===== src/rtl/rpr_pkg.sv =====
// shared types, register indexes and product tables of the pose edge residual block
package rpr_pkg;

	// action codes of an input item
	localparam logic ACT_STORE   = 1'b0;
	localparam logic ACT_COMPUTE = 1'b1;

	// configuration register indexes
	localparam logic [2:0] REG_MEAS_TX  = 3'd0;
	localparam logic [2:0] REG_MEAS_TY  = 3'd1;
	localparam logic [2:0] REG_MEAS_TZ  = 3'd2;
	localparam logic [2:0] REG_MEAS_ROT = 3'd3;
	localparam logic [2:0] REG_TRANS_W  = 3'd4;
	localparam logic [2:0] REG_ROT_W    = 3'd5;

	typedef struct packed {
		logic signed [31:0] px;
		logic signed [31:0] py;
		logic signed [31:0] pz;
		logic signed [15:0] qw;
		logic signed [15:0] qx;
		logic signed [15:0] qy;
		logic signed [15:0] qz;
	} pose_t;

	// one queued edge: stored pose i and the arriving pose j
	typedef struct packed {
		pose_t pi;
		pose_t pj;
	} edge_t;

	typedef struct packed {
		logic signed [31:0] meas_tx;
		logic signed [31:0] meas_ty;
		logic signed [31:0] meas_tz;
		logic [63:0]        meas_rot;
		logic [31:0]        trans_w;
		logic [31:0]        rot_w;
	} cfg_t;

	typedef struct packed {
		logic signed [31:0] tx;
		logic signed [31:0] ty;
		logic signed [31:0] tz;
		logic signed [31:0] rx;
		logic signed [31:0] ry;
		logic signed [31:0] rz;
		logic               clipped;
	} res_t;

	typedef struct packed {
		logic busy;
		logic held;
	} back_stat_t;

	// one term of a rotation matrix entry: sign and quaternion part indexes
	typedef struct packed {
		logic       neg;
		logic [1:0] ia;
		logic [1:0] ib;
	} mat_term_t;

	// matrix entry e (row major), term t; parts are w=0 x=1 y=2 z=3
	function automatic mat_term_t mat_term(input logic [3:0] e, input logic t);
		mat_term_t m;
		case ({e, t})
			5'd0:    m = '{1'b1, 2'd2, 2'd2};
			5'd1:    m = '{1'b1, 2'd3, 2'd3};
			5'd2:    m = '{1'b0, 2'd1, 2'd2};
			5'd3:    m = '{1'b1, 2'd0, 2'd3};
			5'd4:    m = '{1'b0, 2'd1, 2'd3};
			5'd5:    m = '{1'b0, 2'd0, 2'd2};
			5'd6:    m = '{1'b0, 2'd1, 2'd2};
			5'd7:    m = '{1'b0, 2'd0, 2'd3};
			5'd8:    m = '{1'b1, 2'd1, 2'd1};
			5'd9:    m = '{1'b1, 2'd3, 2'd3};
			5'd10:   m = '{1'b0, 2'd2, 2'd3};
			5'd11:   m = '{1'b1, 2'd0, 2'd1};
			5'd12:   m = '{1'b0, 2'd1, 2'd3};
			5'd13:   m = '{1'b1, 2'd0, 2'd2};
			5'd14:   m = '{1'b0, 2'd2, 2'd3};
			5'd15:   m = '{1'b0, 2'd0, 2'd1};
			5'd16:   m = '{1'b1, 2'd1, 2'd1};
			5'd17:   m = '{1'b1, 2'd2, 2'd2};
			default: m = '{1'b0, 2'd0, 2'd0};
		endcase
		return m;
	endfunction

	// diagonal entries start from one
	function automatic logic mat_one(input logic [3:0] e);
		return (e == 4'd0) || (e == 4'd4) || (e == 4'd8);
	endfunction

	// hamilton product sign of term t in component c (a index t, b index t^c)
	function automatic logic qp_neg(input logic [1:0] c, input logic [1:0] t);
		logic n;
		case ({c, t})
			4'b00_01, 4'b00_10, 4'b00_11: n = 1'b1;
			4'b01_11:                     n = 1'b1;
			4'b10_01:                     n = 1'b1;
			4'b11_10:                     n = 1'b1;
			default:                      n = 1'b0;
		endcase
		return n;
	endfunction

endpackage


===== src/rtl/rpr_front.sv =====
// front part: takes items, keeps pose i, queues compute items with their pose pair
module rpr_front (
	input  logic                clk,
	input  logic                arst_n,
	input  logic                in_valid,
	output logic                in_stall,
	input  logic                action,
	input  rpr_pkg::pose_t      pose,
	output logic                push_valid,
	input  logic                push_stall,
	output rpr_pkg::edge_t      push_data
);

	rpr_pkg::pose_t pi_q;
	logic           acc;

	// stall while the queue is full
	assign in_stall   = push_stall;
	assign acc        = in_valid && !push_stall;
	assign push_valid = acc && (action == rpr_pkg::ACT_COMPUTE);
	assign push_data  = '{pi: pi_q, pj: pose};

	// pose i register, zero after reset
	always_ff @(posedge clk or negedge arst_n) begin
		if (!arst_n) begin
			pi_q <= '0;
		end else if (acc && (action == rpr_pkg::ACT_STORE)) begin
			pi_q <= pose;
		end
	end

endmodule


===== config.mk =====
export PLATFORM = sky130hd
export DESIGN_NAME = rpr_front
export DESIGN_NICKNAME = d
export VERILOG_FILES = /design/src/rtl/rpr_pkg.sv /design/src/rtl/rpr_front.sv
export SDC_FILE = /design/constraint.sdc
export NUM_CORES = 1
export LEC_CHECK = 0
export BUFFER_PORTS_ARGS = -buffer_cell sky130_fd_sc_hd__buf_2
export CAP_MARGIN = 10
export CORE_AREA = 2 2 188 190
export DETAILED_ROUTE_END_ITERATION = 12
export DIE_AREA = 0 0 190 192
export PLACE_DENSITY = 0.5
export REMOVE_ABC_BUFFERS = 1
export SETUP_SLACK_MARGIN = 0.2
export SYNTH_ARGS = -nofsm -noshare
export SYNTH_HDL_FRONTEND = slang
export SYNTH_SLANG_ARGS = --single-unit

===== constraint.sdc =====
create_clock -name clk -period 0.8 [get_ports clk]
set_input_delay 0.08 -clock clk [delete_from_list [all_inputs] [get_ports clk]]
set_output_delay 0.08 -clock clk [all_outputs]
set_load 0.05 [all_outputs]

==> results of run 1 <==
-- Yosys cell counts --
master | n | area, um^2
and3b_1 | 1 | 8.76
buf_2 | 6 | 30.0
buf_4 | 162 | 1220
buf_6 | 10 | 113
dfrtp_1 | 160 | 4000
mux2_1 | 100 | 1130
mux2_2 | 60 | 676
nor3b_2 | 1 | 12.5
-- worst register-to-register path, cell delays in order, from the launching register on --
cell     delay (ns)
dfrtp_1        0.38
buf_4          0.14
buf_6          0.10
mux2_4         0.25
-- area by class of cell --
cell class                      count  area [um^2]  area share
Tap cell                          455          569      0.0440
Clock inverter                     14          226      0.0175
Timing Repair Buffer              629         5270       0.407
Sequential cell                   160         4000       0.309
Multi-Input combinational cell    162         2430       0.188
Clock buffer                       18          439      0.0339
-- through the flow --
stage / setup TNS, ns / cell area (um^2)
6_report: -65.68 / 12900
5_1_grt: -73.51 / 12900
4_1_cts: -65.26 / 12200
3_5_place_dp: -85.67 / 9190
3_3_place_gp: -84.67 / 9190
2_1_floorplan: -1006.17 / 5830
-- where the power goes --
| part | switching, mW | internal (mW) | total (mW) |
|---|---|---|---|
| clock | 3.57 | 5.68 | 9.25 |
| combinational | 9.47 | 6.93 | 16.4 |
| sequential | 1.19 | 9.64 | 10.8 |
| total | 14.2 | 22.2 | 36.5 |
-- worst paths after layout --
path	startpoint	end	slack, ns	depth (start not counted)
setup / recovery	push_data[179]$_DFFE_PN0P_	push_data[179]	-0.39	2
hold / removal	arst_n	push_data[218]$_DFFE_PN0P_	-0.50	1
setup reg to reg	push_data[179]$_DFFE_PN0P_	push_data[179]$_DFFE_PN0P_	-0.18	3
hold reg to reg	push_data[231]$_DFFE_PN0P_	push_data[231]$_DFFE_PN0P_	0.53	1
max in group asynchronous	arst_n	push_data[221]$_DFFE_PN0P_	0.24	3
min in group clk	pose[1]	push_data[161]$_DFFE_PN0P_	-0.12	2
-- cell families after synthesis --
kind of cell | count (synthesis) | synth area share
AND/OR/NAND/NOR | 2 | 0.00296
multiplexers | 160 | 0.251
flip-flops | 160 | 0.557
buffers and inverters | 178 | 0.189
-- metal layers --
metal  up-vias  wire [um]
met5         -          0
li1       2469          -
met4         0        418
met3        15       1480
met2       282      12300
met1      2693       9760
-- timing repair --
item	4_1_cts	5_1_grt
hold endpoints to repair	320	320
gates resized for setup	525	43
setup buffers	28	70
pin swaps	1	1
hold buffers	1	1
endpoints found under the setup margin	322	327
cloned	12	0
==> flow_summary.yaml, run 1 <==
status:
  status: "finished with violations"
  violations: "hold timing, setup timing"
detailed_routing:
  antenna_left: 0
  viasPerCell: 3.80
  drt_iter0_drc: 105
  wl_um: 23900
  post_drt_wl_per_cell_um: 16.6
  dr.pass1.iters: 4
  route.detailed.drc: 0
  vias: 5459
final_layout:
  fin_cells: 1438
  area_growth_pct: 80.1
  fill_cells: 3304
  final_common_cell: "buf_2"
  drive_gt1_frac: 0.836
  final_nets: 1135
  n_antenna_cell: 0
  finish.utilization: 0.377
  final_cell_mix: "buf_2 (320), buf_6 (190), mux2_4 (160), dfrtp_1 (160), buf_4 (67)"
  largest_register_ffs: 160
critical_path:
  crit_path_top_delay_cell: "dfrtp_1"
  cp_max_fo: 2
  start_kind: "flop"
  crit_type: "flop to primary output"
  required_ns: 0.72
  crit_buf_inv: 2
  arrival_ns: 1.11
  max_stage_delay_ns: 0.38
  path_delay_family: "flip-flops"
  crit_chain: "buf_6 > buf_12"
  endpoint_kind: "primary output"
clock_network:
  cts_tree: "done"
  clk_latency_ns: 0.43
  clk_pin_slew_ns: 0.07
  clock_path_buffers: 2
  htreeDepth: 4
  numCtsBuffers: 17
  cts_root_buffer: "clkbuf_16"
  cts.sinks: 160
sta:
  hold_viol: 315
  skew_ns: 0
  setup_ws_ns: -0.388
  finalSetupViolCount: 322
  tightestPinTransition_ns: 0.304
  rsz0062_at_grt: "true"
  post-route-min-period_ns: 1.19
  slew_viol_final: 0
  maxSlewHeadroom: 0.799
  timing.final.crit_share: 1.49
  whs_ns: -0.498
  timing.fmax_ghz: 0.842
yosys:
  netlist_instances: 500
  synth_warnings: 0
  ys_seq_elements: 160
  ys_types: 8
  synth_area_per_cell_um2: 14.4
  synth_area_mm2: 0.00719
  seq_area_frac_synth: 0.557
global_route:
  grt_pass1_vias: 5355
  gr-usage-met2: 0.208
  grt_util_all_layers: 0.121
  grt_max_degree: 35
  grt_pass1_wl_um: 32700
  top_usage_layer: "met2"
  grtUsageMet3: 0.0342
  antenna_found_initial: 0
  grtUsageMet1: 0.147
  grt_overflow: 0
pwr:
  p_per_area_mw_per_mm2: 2820
  total_power_mw: 36.5
  power_leakage_nw: 6.55
  ir_worst_vdd_mv: 1.43
place:
  place_inst: 1295
  io_buffers: 486
  routabilityCongestion: 0.760
  dpl_worst_slack_ns: -0.578
  dp_hpwl_um: 15700
floorplan:
  ios: 487
  dieArea_mm2: 0.0365
  die_width_um: 190
  core-area_mm2: 0.0343
  num_rows: 68
  die_h_um: 192
  start_util: 0.210
hold_path:
  hp-class: "input port to async pin"
flow_run:
  max_cap_violations: 0
Note: power is estimated with default switching activity, not from simulation.
==> inputs of run 2 (changes only) <==
--- a/config.mk
+++ b/config.mk
@@ -5,12 +5,13 @@
 export SDC_FILE = /design/constraint.sdc
 export NUM_CORES = 1
 export LEC_CHECK = 0
+export ABC_AREA = 1
 export BUFFER_PORTS_ARGS = -buffer_cell sky130_fd_sc_hd__buf_2
 export CAP_MARGIN = 10
-export CORE_AREA = 2 2 188 190
+export CORE_AREA = 2 2 190 192
 export DETAILED_ROUTE_END_ITERATION = 12
-export DIE_AREA = 0 0 190 192
-export PLACE_DENSITY = 0.5
+export DIE_AREA = 0 0 192 194
+export PLACE_DENSITY = 0.51
 export REMOVE_ABC_BUFFERS = 1
 export SETUP_SLACK_MARGIN = 0.2
 export SYNTH_ARGS = -nofsm -noshare
==> flow_summary.yaml, run 2 <==
yosys:
  netlist_instances: 875
  synth_area_mm2: 0.00778
  synth_warnings: 0
  seq_area_frac_synth: 0.514
  ys_seq_elements: 160
  synth_largest_area_cell: "dfrtp_1"
  synth_area_per_cell_um2: 8.89
  async_flop_share: 1.00
  synth_area_leaders: "dfrtp_1 (51%), buf_4 (17%), nand2_1 (15%)"
  yosys.cell_count.top_type: "nand2_1"
  synth_edf_count: 0
  yosysTopAreaCellShare: 0.514
  synth_flop_cell: "dfrtp_1"
  synthTopCellsByCount: "nand2_1 (321), buf_4 (173), dfrtp_1 (160), nand4_1 (160), buf_2 (31)"
  ys_types: 10
floorplan:
  dieArea_mm2: 0.0372
  num_rows: 69
  die_h_um: 194
  die_width_um: 192
  core-area_mm2: 0.0352
  start_util: 0.221
  ios: 487
detailed_routing:
  antenna_left: 0
  vias: 8639
  viasPerCell: 4.38
  drt_iter0_drc: 397
  dr.pass1.iters: 4
  route.detailed.drc: 0
  post_drt_wl_per_cell_um: 17.6
  wl_um: 34700
critical_path:
  crit_chain: "buf_6"
  crit_type: "flop to primary output"
  crit_path_top_delay_cell: "dfrtp_1"
  cp_max_fo: 2
  path_delay_family: "flip-flops"
  endpoint_kind: "primary output"
  start_kind: "flop"
  required_ns: 0.72
  crit_buf_inv: 1
  arrival_ns: 1.05
  max_stage_delay_ns: 0.43
global_route:
  grt_util_all_layers: 0.157
  grt_overflow: 0
  grt_pass1_vias: 8153
  antenna_found_initial: 0
  grt_max_degree: 74
  grt_pass1_wl_um: 45100
sta:
  setup_ws_ns: -0.334
  hold_viol: 161
  rsz0062_at_grt: "true"
  timing.final.crit_share: 1.42
  whs_ns: -0.422
  timing.setup.tns_ns: -44.32
  slew_viol_final: 0
  maxSlewHeadroom: 0.693
  finalSetupViolCount: 166
  skew_ns: 0
  timing.fmax_ghz: 0.882
  post-route-min-period_ns: 1.13
  tightestPinTransition_ns: 0.460
final_layout:
  stdcell_area_mm2: 0.0154
  largest_register_ffs: 160
  final_cell_mix: "buf_2 (321), buf_6 (234), nand2_1 (210), nand4_1 (160), dfrtp_1 (160)"
  final_nets: 1663
  final_common_cell: "buf_2"
  area_growth_pct: 97.8
  drive_gt1_frac: 0.543
  n_antenna_cell: 0
status:
  violations: "hold timing, setup timing"
  status: "finished with violations"
clock_network:
  clock_path_buffers: 2
  cts.sinks: 160
  htreeDepth: 4
  clk_pin_slew_ns: 0.07
  clk_latency_ns: 0.43
  cts_root_buffer: "clkbuf_16"
  numCtsBuffers: 17
  cts_tree: "done"
pwr:
  power_leakage_nw: 8.00
  ir_worst_vdd_mv: 1.44
  p_per_area_mw_per_mm2: 2230
flow_run:
  max_cap_violations: 0
place:
  placedInstanceArea_mm2: 0.0100
  io_buffers: 486
  dp_hpwl_um: 19400
  routabilityCongestion: 0.775
hold_path:
  hp-class: "input port to async pin"
run 2: cell count changes after synthesis, sizes merged, moves of 2 or more:
cell / previous run / this run
nand2: 0 / 321
buf: 178 / 215
inv: 0 / 2
nand4: 0 / 160
clkbuf: 0 / 15
mux2: 160 / 0
run 2: stage by stage:
step           utilization  setup slack (ns)  total power [mW]  hold WS, ns  instances
2_1_floorplan            -             -3.16              16.0       -0.216        645
3_3_place_gp         0.284            -0.257              21.2       0.0425       1664
3_5_place_dp         0.284            -0.266              21.2       0.0465       1664
4_1_cts              0.392            -0.328              32.8       -0.442       1893
5_1_grt              0.437            -0.370              35.7       -0.437       1971
6_report             0.437            -0.334              34.3       -0.422       1971
run 2: cells by family (layout without fill, tap and decap cells):
logic type / Yosys count / after routing / share of synthesized area
AND/OR/NAND/NOR: 483 / 483 / 0.285
buffers and inverters: 232 / 867 / 0.200
flip-flops: 160 / 160 / 0.514
run 2: metal layers:
| metal | GRT usage | up-vias | wire length (um) |
|---|---|---|---|
| li1 | - | 4027 | - |
| met1 | 0.185 | 4209 | 14100 |
| met2 | 0.277 | 372 | 17900 |
| met3 | 0.0402 | 31 | 2080 |
| met4 | 0.0458 | 0 | 597 |
| met5 | 0 | - | 0 |
run 2: path summary, 6_finish.rpt:
check,to,cells after the start,slack [ns],from
max reg2reg,push_data[306]$_DFFE_PN0P_,4,-0.06,push_data[306]$_DFFE_PN0P_
max in group asynchronous,push_data[251]$_DFFE_PN0P_,2,0.74,arst_n
min in group clk,push_data[183]$_DFFE_PN0P_,3,0,pose[23]
min reg2reg,push_data[269]$_DFFE_PN0P_,2,0.49,push_data[269]$_DFFE_PN0P_
max,push_data[229],1,-0.33,push_data[229]$_DFFE_PN0P_
min,push_data[319]$_DFFE_PN0P_,1,-0.42,arst_n
run 2: final cells by class:
cell class / instances / area, um^2
multi-input combinational: 483 / 2580
clock inverter: 13 / 160
fill: 3317 / 19800
clock buffer: 18 / 429
timing repair buffer: 834 / 7620
sequential: 160 / 4000
inverter: 2 / 27.5
tap: 461 / 577
run 2: power breakdown:
group	switching, mW	total [mW]	internal (mW)
logic	9.42	15.3	5.86
clock network	3.54	8.45	4.91
registers	1.15	10.5	9.39
total	14.1	34.3	20.2
run 2: worst reg2reg max path, cell delays in order, from the launching register on:
cell and delay, ns:
dfrtp_1 0.41, buf_6 0.13, buf_6 0.11, nand2_2 0.04, nand2_1 0.06
run 2: timing repair:
action                     in CTS  in global routing
hold endpoints to repair      320                162
hold buffers                  158                  1
pin swaps                      98                136
gates resized for setup       363                204
gates cloned                    7                 27
setup endpoints to repair     231                321
buffers inserted               33                 50
