**src/rtl/rpr_pkg.sv**
```systemverilog
// shared types, register indexes and product tables of the pose edge residual block
package rpr_pkg;

	// action codes of an input item
	localparam logic ACT_STORE   = 1'b0;
	localparam logic ACT_COMPUTE = 1'b1;

	// configuration register indexes
	localparam logic [2:0] REG_MEAS_TX  = 3'd0;
	localparam logic [2:0] REG_MEAS_TY  = 3'd1;
	localparam logic [2:0] REG_MEAS_TZ  = 3'd2;
	localparam logic [2:0] REG_MEAS_ROT = 3'd3;
	localparam logic [2:0] REG_TRANS_W  = 3'd4;
	localparam logic [2:0] REG_ROT_W    = 3'd5;

	typedef struct packed {
		logic signed [31:0] px;
		logic signed [31:0] py;
		logic signed [31:0] pz;
		logic signed [15:0] qw;
		logic signed [15:0] qx;
		logic signed [15:0] qy;
		logic signed [15:0] qz;
	} pose_t;

	// one queued edge: stored pose i and the arriving pose j
	typedef struct packed {
		pose_t pi;
		pose_t pj;
	} edge_t;

	typedef struct packed {
		logic signed [31:0] meas_tx;
		logic signed [31:0] meas_ty;
		logic signed [31:0] meas_tz;
		logic [63:0]        meas_rot;
		logic [31:0]        trans_w;
		logic [31:0]        rot_w;
	} cfg_t;

	typedef struct packed {
		logic signed [31:0] tx;
		logic signed [31:0] ty;
		logic signed [31:0] tz;
		logic signed [31:0] rx;
		logic signed [31:0] ry;
		logic signed [31:0] rz;
		logic               clipped;
	} res_t;

	typedef struct packed {
		logic busy;
		logic held;
	} back_stat_t;

	// one term of a rotation matrix entry: sign and quaternion part indexes
	typedef struct packed {
		logic       neg;
		logic [1:0] ia;
		logic [1:0] ib;
	} mat_term_t;

	// matrix entry e (row major), term t; parts are w=0 x=1 y=2 z=3
	function automatic mat_term_t mat_term(input logic [3:0] e, input logic t);
		mat_term_t m;
		case ({e, t})
			5'd0:    m = '{1'b1, 2'd2, 2'd2};
			5'd1:    m = '{1'b1, 2'd3, 2'd3};
			5'd2:    m = '{1'b0, 2'd1, 2'd2};
			5'd3:    m = '{1'b1, 2'd0, 2'd3};
			5'd4:    m = '{1'b0, 2'd1, 2'd3};
			5'd5:    m = '{1'b0, 2'd0, 2'd2};
			5'd6:    m = '{1'b0, 2'd1, 2'd2};
			5'd7:    m = '{1'b0, 2'd0, 2'd3};
			5'd8:    m = '{1'b1, 2'd1, 2'd1};
			5'd9:    m = '{1'b1, 2'd3, 2'd3};
			5'd10:   m = '{1'b0, 2'd2, 2'd3};
			5'd11:   m = '{1'b1, 2'd0, 2'd1};
			5'd12:   m = '{1'b0, 2'd1, 2'd3};
			5'd13:   m = '{1'b1, 2'd0, 2'd2};
			5'd14:   m = '{1'b0, 2'd2, 2'd3};
			5'd15:   m = '{1'b0, 2'd0, 2'd1};
			5'd16:   m = '{1'b1, 2'd1, 2'd1};
			5'd17:   m = '{1'b1, 2'd2, 2'd2};
			default: m = '{1'b0, 2'd0, 2'd0};
		endcase
		return m;
	endfunction

	// diagonal entries start from one
	function automatic logic mat_one(input logic [3:0] e);
		return (e == 4'd0) || (e == 4'd4) || (e == 4'd8);
	endfunction

	// hamilton product sign of term t in component c (a index t, b index t^c)
	function automatic logic qp_neg(input logic [1:0] c, input logic [1:0] t);
		logic n;
		case ({c, t})
			4'b00_01, 4'b00_10, 4'b00_11: n = 1'b1;
			4'b01_11:                     n = 1'b1;
			4'b10_01:                     n = 1'b1;
			4'b11_10:                     n = 1'b1;
			default:                      n = 1'b0;
		endcase
		return n;
	endfunction

endpackage

```
**src/rtl/rpr_back.sv**
```systemverilog
// back part: one shared multiply-accumulate stepped through the residual computation
module rpr_back (
	input  logic                clk,
	input  logic                arst_n,
	input  logic                entry_valid,
	output logic                entry_ready,
	input  rpr_pkg::edge_t      entry,
	input  rpr_pkg::cfg_t       cfg,
	output logic                out_valid,
	input  logic                out_stall,
	output rpr_pkg::res_t       res,
	output rpr_pkg::back_stat_t stat
);

	typedef enum logic [2:0] {
		S_IDLE, S_MAT, S_TRN, S_QB, S_QE, S_RW, S_DONE
	} state_t;

	state_t             state_q;
	logic [3:0]         grp_q;
	logic [3:0]         trm_q;
	logic signed [15:0] qi_q [4];
	logic signed [16:0] ci_q [4];
	logic signed [16:0] cm_q [4];
	logic signed [15:0] qj_q [4];
	logic signed [32:0] d_q [3];
	logic signed [27:0] mr_q [9];
	logic signed [43:0] e_q;
	logic signed [35:0] qb_q [4];
	logic signed [27:0] r_q [3];
	logic signed [79:0] acc_q;
	logic signed [31:0] wk_q [6];
	logic               clip_q;
	rpr_pkg::res_t      out_q;
	logic               out_valid_q;

	logic signed [43:0] mul_a;
	logic signed [17:0] mul_b;
	logic signed [61:0] prod;
	logic signed [79:0] pe;
	logic signed [79:0] scaled;
	logic signed [79:0] acc_next;
	logic               mac;
	logic               clr;
	logic               neg;
	logic               dbl;
	logic               sh16;
	logic               base;
	logic               last_trm;
	logic               last_grp;
	logic [3:0]         trm_end;
	logic [3:0]         grp_end;
	logic [1:0]         k;
	logic [3:0]         mi;
	logic [1:0]         qc;
	logic signed [31:0] meas_sel;
	logic signed [79:0] fin;
	logic               out_load;
	rpr_pkg::mat_term_t mt;

	// round half up by s bits
	function automatic logic signed [79:0] rnd(input logic signed [79:0] v, input int s);
		return (v + (80'sd1 <<< (s - 1))) >>> s;
	endfunction

	function automatic logic sat_hit(input logic signed [79:0] v);
		return (v > 80'sd2147483647) || (v < -80'sd2147483648);
	endfunction

	function automatic logic signed [31:0] sat_val(input logic signed [79:0] v);
		logic signed [31:0] r;
		if (v > 80'sd2147483647) begin
			r = 32'sh7fffffff;
		end else if (v < -80'sd2147483648) begin
			r = 32'sh80000000;
		end else begin
			r = v[31:0];
		end
		return r;
	endfunction

	assign entry_ready = (state_q == S_IDLE);
	assign out_valid   = out_valid_q;
	assign res         = out_q;
	assign stat        = '{busy: (state_q != S_IDLE), held: out_valid_q};
	assign out_load    = (state_q == S_DONE) && (!out_valid_q || !out_stall);

	assign k   = trm_q[2:1];
	assign mi  = 4'(k * 3) + grp_q;
	assign qc  = grp_q[1:0] + 2'd1;
	assign mt  = rpr_pkg::mat_term(grp_q, trm_q[0]);
	assign fin = rnd(acc_q, 16);

	always_comb begin
		case (grp_q[1:0])
			2'd0:    meas_sel = cfg.meas_tx;
			2'd1:    meas_sel = cfg.meas_ty;
			default: meas_sel = cfg.meas_tz;
		endcase
	end

	// operand selection and step lengths
	always_comb begin
		mul_a   = '0;
		mul_b   = '0;
		mac     = 1'b0;
		clr     = 1'b0;
		neg     = 1'b0;
		dbl     = 1'b0;
		sh16    = 1'b0;
		base    = 1'b0;
		trm_end = 4'd0;
		grp_end = 4'd0;
		case (state_q)
			S_MAT: begin
				trm_end = 4'd2;
				grp_end = 4'd8;
				if (trm_q < 4'd2) begin
					mul_a = 44'(qi_q[mt.ia]);
					mul_b = 18'(qi_q[mt.ib]);
					mac   = 1'b1;
					clr   = (trm_q == 4'd0);
					neg   = mt.neg;
					dbl   = 1'b1;
					base  = rpr_pkg::mat_one(grp_q) && (trm_q == 4'd0);
				end
			end
			S_TRN: begin
				trm_end = 4'd9;
				grp_end = 4'd2;
				if (trm_q < 4'd6) begin
					mul_a = 44'(mr_q[mi]);
					mul_b = trm_q[0] ? 18'($signed(d_q[k][32:16])) : {2'b00, d_q[k][15:0]};
					mac   = 1'b1;
					clr   = (trm_q == 4'd0);
					sh16  = trm_q[0];
				end else if (trm_q == 4'd7) begin
					mul_a = e_q;
					mul_b = {2'b00, cfg.trans_w[15:0]};
					mac   = 1'b1;
					clr   = 1'b1;
				end else if (trm_q == 4'd8) begin
					mul_a = e_q;
					mul_b = {2'b00, cfg.trans_w[31:16]};
					mac   = 1'b1;
					sh16  = 1'b1;
				end
			end
			S_QB: begin
				trm_end = 4'd4;
				grp_end = 4'd3;
				if (trm_q < 4'd4) begin
					mul_a = 44'(cm_q[trm_q[1:0]]);
					mul_b = 18'(ci_q[trm_q[1:0] ^ grp_q[1:0]]);
					mac   = 1'b1;
					clr   = (trm_q == 4'd0);
					neg   = rpr_pkg::qp_neg(grp_q[1:0], trm_q[1:0]);
				end
			end
			S_QE: begin
				trm_end = 4'd4;
				grp_end = 4'd2;
				if (trm_q < 4'd4) begin
					mul_a = 44'(qb_q[trm_q[1:0]]);
					mul_b = 18'(qj_q[trm_q[1:0] ^ qc]);
					mac   = 1'b1;
					clr   = (trm_q == 4'd0);
					neg   = rpr_pkg::qp_neg(qc, trm_q[1:0]);
				end
			end
			S_RW: begin
				trm_end = 4'd2;
				grp_end = 4'd2;
				if (trm_q < 4'd2) begin
					mul_a = 44'(r_q[grp_q[1:0]]);
					mul_b = trm_q[0] ? {2'b00, cfg.rot_w[31:16]} : {2'b00, cfg.rot_w[15:0]};
					mac   = 1'b1;
					clr   = (trm_q == 4'd0);
					sh16  = trm_q[0];
				end
			end
			default: begin
				trm_end = 4'd0;
			end
		endcase
	end

	// shared multiply-accumulate
	assign prod     = mul_a * mul_b;
	assign pe       = 80'(prod);
	assign scaled   = sh16 ? (pe <<< 16) : (dbl ? (pe <<< 1) : pe);
	assign acc_next = (clr ? (base ? (80'sd1 <<< 28) : 80'sd0) : acc_q)
	                + (neg ? -scaled : scaled);
	assign last_trm = (trm_q == trm_end);
	assign last_grp = (grp_q == grp_end);

	// sequencer, working registers and output register
	always_ff @(posedge clk or negedge arst_n) begin
		if (!arst_n) begin
			state_q     <= S_IDLE;
			grp_q       <= '0;
			trm_q       <= '0;
			out_valid_q <= 1'b0;
			clip_q      <= 1'b0;
		end else begin
			// output valid: set on a new result, cleared once taken
			if (out_load) begin
				out_valid_q <= 1'b1;
			end else if (!out_stall) begin
				out_valid_q <= 1'b0;
			end
			if (mac) begin
				acc_q <= acc_next;
			end
			if ((state_q != S_IDLE) && (state_q != S_DONE)) begin
				if (last_trm) begin
					trm_q <= '0;
					grp_q <= last_grp ? '0 : grp_q + 1'b1;
				end else begin
					trm_q <= trm_q + 1'b1;
				end
			end
			case (state_q)
				S_IDLE: begin
					if (entry_valid) begin
						qi_q[0] <= entry.pi.qw;
						qi_q[1] <= entry.pi.qx;
						qi_q[2] <= entry.pi.qy;
						qi_q[3] <= entry.pi.qz;
						ci_q[0] <= 17'(entry.pi.qw);
						ci_q[1] <= -17'(entry.pi.qx);
						ci_q[2] <= -17'(entry.pi.qy);
						ci_q[3] <= -17'(entry.pi.qz);
						cm_q[0] <= 17'($signed(cfg.meas_rot[15:0]));
						cm_q[1] <= -17'($signed(cfg.meas_rot[31:16]));
						cm_q[2] <= -17'($signed(cfg.meas_rot[47:32]));
						cm_q[3] <= -17'($signed(cfg.meas_rot[63:48]));
						qj_q[0] <= entry.pj.qw;
						qj_q[1] <= entry.pj.qx;
						qj_q[2] <= entry.pj.qy;
						qj_q[3] <= entry.pj.qz;
						d_q[0]  <= 33'(entry.pj.px) - 33'(entry.pi.px);
						d_q[1]  <= 33'(entry.pj.py) - 33'(entry.pi.py);
						d_q[2]  <= 33'(entry.pj.pz) - 33'(entry.pi.pz);
						clip_q  <= 1'b0;
						grp_q   <= '0;
						trm_q   <= '0;
						state_q <= S_MAT;
					end
				end
				S_MAT: begin
					if (last_trm) begin
						mr_q[grp_q] <= 28'(rnd(acc_q, 8));
						if (last_grp) begin
							state_q <= S_TRN;
						end
					end
				end
				S_TRN: begin
					if (trm_q == 4'd6) begin
						e_q <= 44'(rnd(acc_q, 20) - 80'(meas_sel));
					end
					if (last_trm) begin
						wk_q[grp_q[2:0]] <= sat_val(fin);
						clip_q <= clip_q | sat_hit(fin);
						if (last_grp) begin
							state_q <= S_QB;
						end
					end
				end
				S_QB: begin
					if (last_trm) begin
						qb_q[grp_q[1:0]] <= 36'(acc_q);
						if (last_grp) begin
							state_q <= S_QE;
						end
					end
				end
				S_QE: begin
					if (last_trm) begin
						r_q[grp_q[1:0]] <= 28'(rnd(acc_q, 25));
						if (last_grp) begin
							state_q <= S_RW;
						end
					end
				end
				S_RW: begin
					if (last_trm) begin
						wk_q[3'd3 + grp_q[2:0]] <= sat_val(fin);
						clip_q <= clip_q | sat_hit(fin);
						if (last_grp) begin
							state_q <= S_DONE;
						end
					end
				end
				S_DONE: begin
					if (out_load) begin
						out_q   <= '{wk_q[0], wk_q[1], wk_q[2], wk_q[3], wk_q[4], wk_q[5],
						             clip_q};
						state_q <= S_IDLE;
					end
				end
				default: begin
					state_q <= S_IDLE;
				end
			endcase
		end
	end

endmodule

```
**config.mk**
```make
export PLATFORM = sky130hd
export DESIGN_NAME = rpr_back
export DESIGN_NICKNAME = d
export VERILOG_FILES = /design/src/rtl/rpr_pkg.sv /design/src/rtl/rpr_back.sv
export SDC_FILE = /design/constraint.sdc
export NUM_CORES = 2
export LEC_CHECK = 0
export BUFFER_PORTS_ARGS = -buffer_cell sky130_fd_sc_hd__buf_2
export CORE_UTILIZATION = 60
export DETAILED_ROUTE_END_ITERATION = 8
export PLACE_DENSITY = 0.88
export REMOVE_ABC_BUFFERS = 1
export SLEW_MARGIN = 20
export SYNTH_ARGS = -nofsm -noshare
export SYNTH_HDL_FRONTEND = slang
export SYNTH_SLANG_ARGS = --single-unit
```
**constraint.sdc**
```tcl
create_clock -name clk -period 25.7 [get_ports clk]
set_input_delay 5.14 -clock clk [delete_from_list [all_inputs] [get_ports clk]]
set_output_delay 5.14 -clock clk [all_outputs]
set_load 0.01 [all_outputs]
```
==> summary.md <==
• finished clean — result of the run
• 41.5% — register area share after synthesis
• 0 — post-CTS repair timing setup buffer count
• 1350 ps — actual slew at the worst max-slew pin
• 6 — router iterations before antenna repair
• 138 — Inserted Clock Buffers
• input port to flip-flop — worst setup path category
• 404 µm — x dimension of the die
• 0 — Overflow after GRT
• 243000 µm — detailed-placement wirelength estimate
• 82 — largest net degree at the start of global routing
• 97100 µm² — netlist area before placement
• sky130_fd_sc_hd__clkbuf_16 — library cell used as clock root buffer
• built — clock tree from TritonCTS
• 41.2% — post-synth top area share
• 27.7 µm — Avg WL per Cell
• trm_q[1]$_DFF_PN0_ — origin of the critical flop-to-flop path
• 1.05 — GP Congestion
• 9.61% — Compound-Gate Fraction of Synth Area
• 8786 — violation count after the first detailed-route iteration
• 11100 — nets@finish
• 60 ps — clock-pin slew on the worst setup and hold paths
• sky130_fd_sc_hd__edfxtp_1 — Synth Flop Type
• 9.31% — worst max-slew margin expressed relative to the limit
• 6.39 — vias per inst
• 32 — number of antenna violations at the first check in global routing
• 161000 µm² — core region area
• 11.1 µm² — Syn Area/Cell
• sky130_fd_sc_hd__and2_1 — CP max stage cell
• sky130_fd_sc_hd__edfxtp_1 — Synth area leader
• 0.967% — ys async rst share
• 0 — Final Max Tran Viols
• 323000 µm — post-detailed-routing wire length
• 60.5% — starting utilization of the core area
• 850 ps — clk_lat worst skew
• 0 — number of hold violations in the final report
• 11500 — Filler cells
• 11.5% — layout overhead on the synthesized area
• 3 — CTS max path bufs
• 75500 — vias in the first global route
• 58.0 MHz — Max Clk Rate
• 1344 — flop and latch count out of synthesis
• 1344 — TritonCTS sink count
• 20.8% — Adder-Cell Fraction of Synth Area
• 74500 — number of vias after detailed routing
• 67.1% — final period utilization
• 163000 µm² — full die area
• 15.4% — share of cells above drive strength 1
• 17780 ps — data arrival time of the critical path
• 20 — highest net fanout along the worst path
• input port — Worst setup SP type
• 1331 — EDFF count, synth
• 0 — number of remaining DRC errors
• sky130_fd_sc_hd__fa_1 — CP most frequent cell
• 745 — top-level port count
• flip-flop to flip-flop — Hold/Removal Path Class
• wk_q[1][25]$_DFFE_PP_ — startpoint of the lowest-slack hold path
• 4 — htree depth
• 39.4% — Total Routing Usage GR
• 0 — Synth Warn #
• 473000 µm — first-pass GRT wire length
• 0 — final number of setup-violating endpoints
• 0 — ANT nets after route
• 950 ps — largest stage delay on the critical path
• 51500 µm² — multi-input gate area in the final layout
• no — setup repair after global routing missed its margin
• 4.93% — Post-Synth XOR/XNOR Area
• adder cells — main combinational cell family by area after synthesis
• 744 — PortBufs
• 0 — total of hold buffers inserted after clock tree synthesis
• 0 ps — Setup TNS
• 8735 — Synth Instances
• 404 µm — Die Span Y
• sky130_fd_sc_hd__edfxtp_1, sky130_fd_sc_hd__fa_1, sky130_fd_sc_hd__ha_1 — cells taking the most area after synthesis
• 147 — standard-cell rows
• 17240 ps — final critical delay including setup and external delays
• flip-flop — type of destination of the critical path
• 77.4 ps — final clock skew
• 5.49% — multiplexer share of the synthesized area
• 115 — Cell variety after synth
• 49 — depth of the worst register-to-register path
• 11.8% — share of synthesized cell area in and, or, nand and nor gates
• cfg[51] — Critical Path Source
• 0 — Resize count post-CTS
• 26240 ps — data required time at the worst endpoint
• 0 — max capacitance violation total
• sky130_fd_sc_hd__edfxtp_1 — most frequent standard cell in the layout excluding fill and tap cells
• 0 — Worst Hold Depth
• 40300 µm² — sequential cell area
• sky130_fd_sc_hd__edfxtp_1, sky130_fd_sc_hd__inv_1, sky130_fd_sc_hd__nand2_1, sky130_fd_sc_hd__fa_1, sky130_fd_sc_hd__buf_2 — commonest cells after routing, fill and taps aside
[cells in the mapped netlist (all sizes together), types with 55 or more instances]
| cell | n |
|---|---|
| a21o | 142 |
| a21oi | 413 |
| a22oi | 55 |
| and2 | 175 |
| and3 | 68 |
| buf | 84 |
| clkbuf | 308 |
| edfxtp | 1331 |
| fa | 753 |
| ha | 407 |
| inv | 1124 |
| mux2i | 107 |
| mux4 | 181 |
| nand2 | 919 |
| nand2b | 59 |
| nand3 | 119 |
| nand4 | 72 |
| nor2 | 625 |
| nor2b | 84 |
| nor3 | 121 |
| o21ai | 298 |
| xnor2 | 360 |
| xor2 | 186 |
[area by class of cell]
type | instances | share of cell area (%)
tap | 2160 | 2.50
clock buffer | 159 | 3.27
antenna | 18 | 0.0416
timing repair buffer | 888 | 4.44
inverter | 1126 | 3.91
sequential | 1344 | 37.2
multi-input combinational | 5873 | 47.5
clock inverter | 89 | 1.06
[worst max-delay path: cells and delay by family]
family / cells / cell delay [ps]
adder cells (fa/ha/maj): 8 / 3810
XOR/XNOR: 2 / 330
buffers and inverters: 6 / 370
AO/OA/AOI/OAI: 21 / 5540
AND/OR/NAND/NOR: 9 / 2550
[kinds of logic (layout without fill, tap and decap cells)]
group                    Yosys count  in the layout
AO/OA/AOI/OAI                   1420           1420
XOR/XNOR                         546            546
adder cells (fa/ha/maj)         1160           1160
buffers and inverters           1518           2262
flip-flops                      1344           1344
multiplexers                     304            304
other                              0             18
AND/OR/NAND/NOR                 2443           2443
[final timing paths]
path	to	slack [ps]
worst max-delay path	acc_q[77]$_DFFE_PP_	8460
worst min-delay path	res[154]$_DFFE_PP_	380
worst max register to register	acc_q[72]$_DFFE_PP_	8730
worst min register to register	res[154]$_DFFE_PP_	380
max in group asynchronous	trm_q[1]$_DFF_PN0_	20950
min in group asynchronous	out_valid$_DFFE_PN0P_	4310
[registers in the layout (all words and copies together) (netlist names)]
signal and flops:
wk_q 192, cm_q 67, d_q 99, r_q 84
mr_q 252, out_valid 1, clip_q 1, qi_q 45
trm_q 4, res 193, state_q 3, qj_q 64
e_q 44, ci_q 67, grp_q 4, qb_q 144
acc_q 80
[stage by stage]
step / setup slack (ps) / area [µm²] / utilization [%] / std cells / hold slack (ps)
finish: 8460 / 108000 / 67.4 / 11700 / 380
global route: 7760 / 108000 / 67.4 / 11600 / 393
CTS: 8700 / 108000 / 67.4 / 11600 / 381
detailed placement: 7890 / 103000 / 64.4 / 11400 / 405
global placement: 8220 / 103000 / 64.4 / 11400 / 400
floorplan: 6470 / 95600 / - / 8343 / 400
[metal layers]
layer,wire length (µm),GRT usage [%],up-vias
met5,140,0,-
met4,27500,28.1,20
met3,35700,8.99,1264
met2,150000,62.6,5345
met1,110000,47.7,36400
li1,-,-,31400
Power is left out: the tool's default activity adds up to more than one toggle a clock period on the data nets, which glitch-free logic cannot reach.
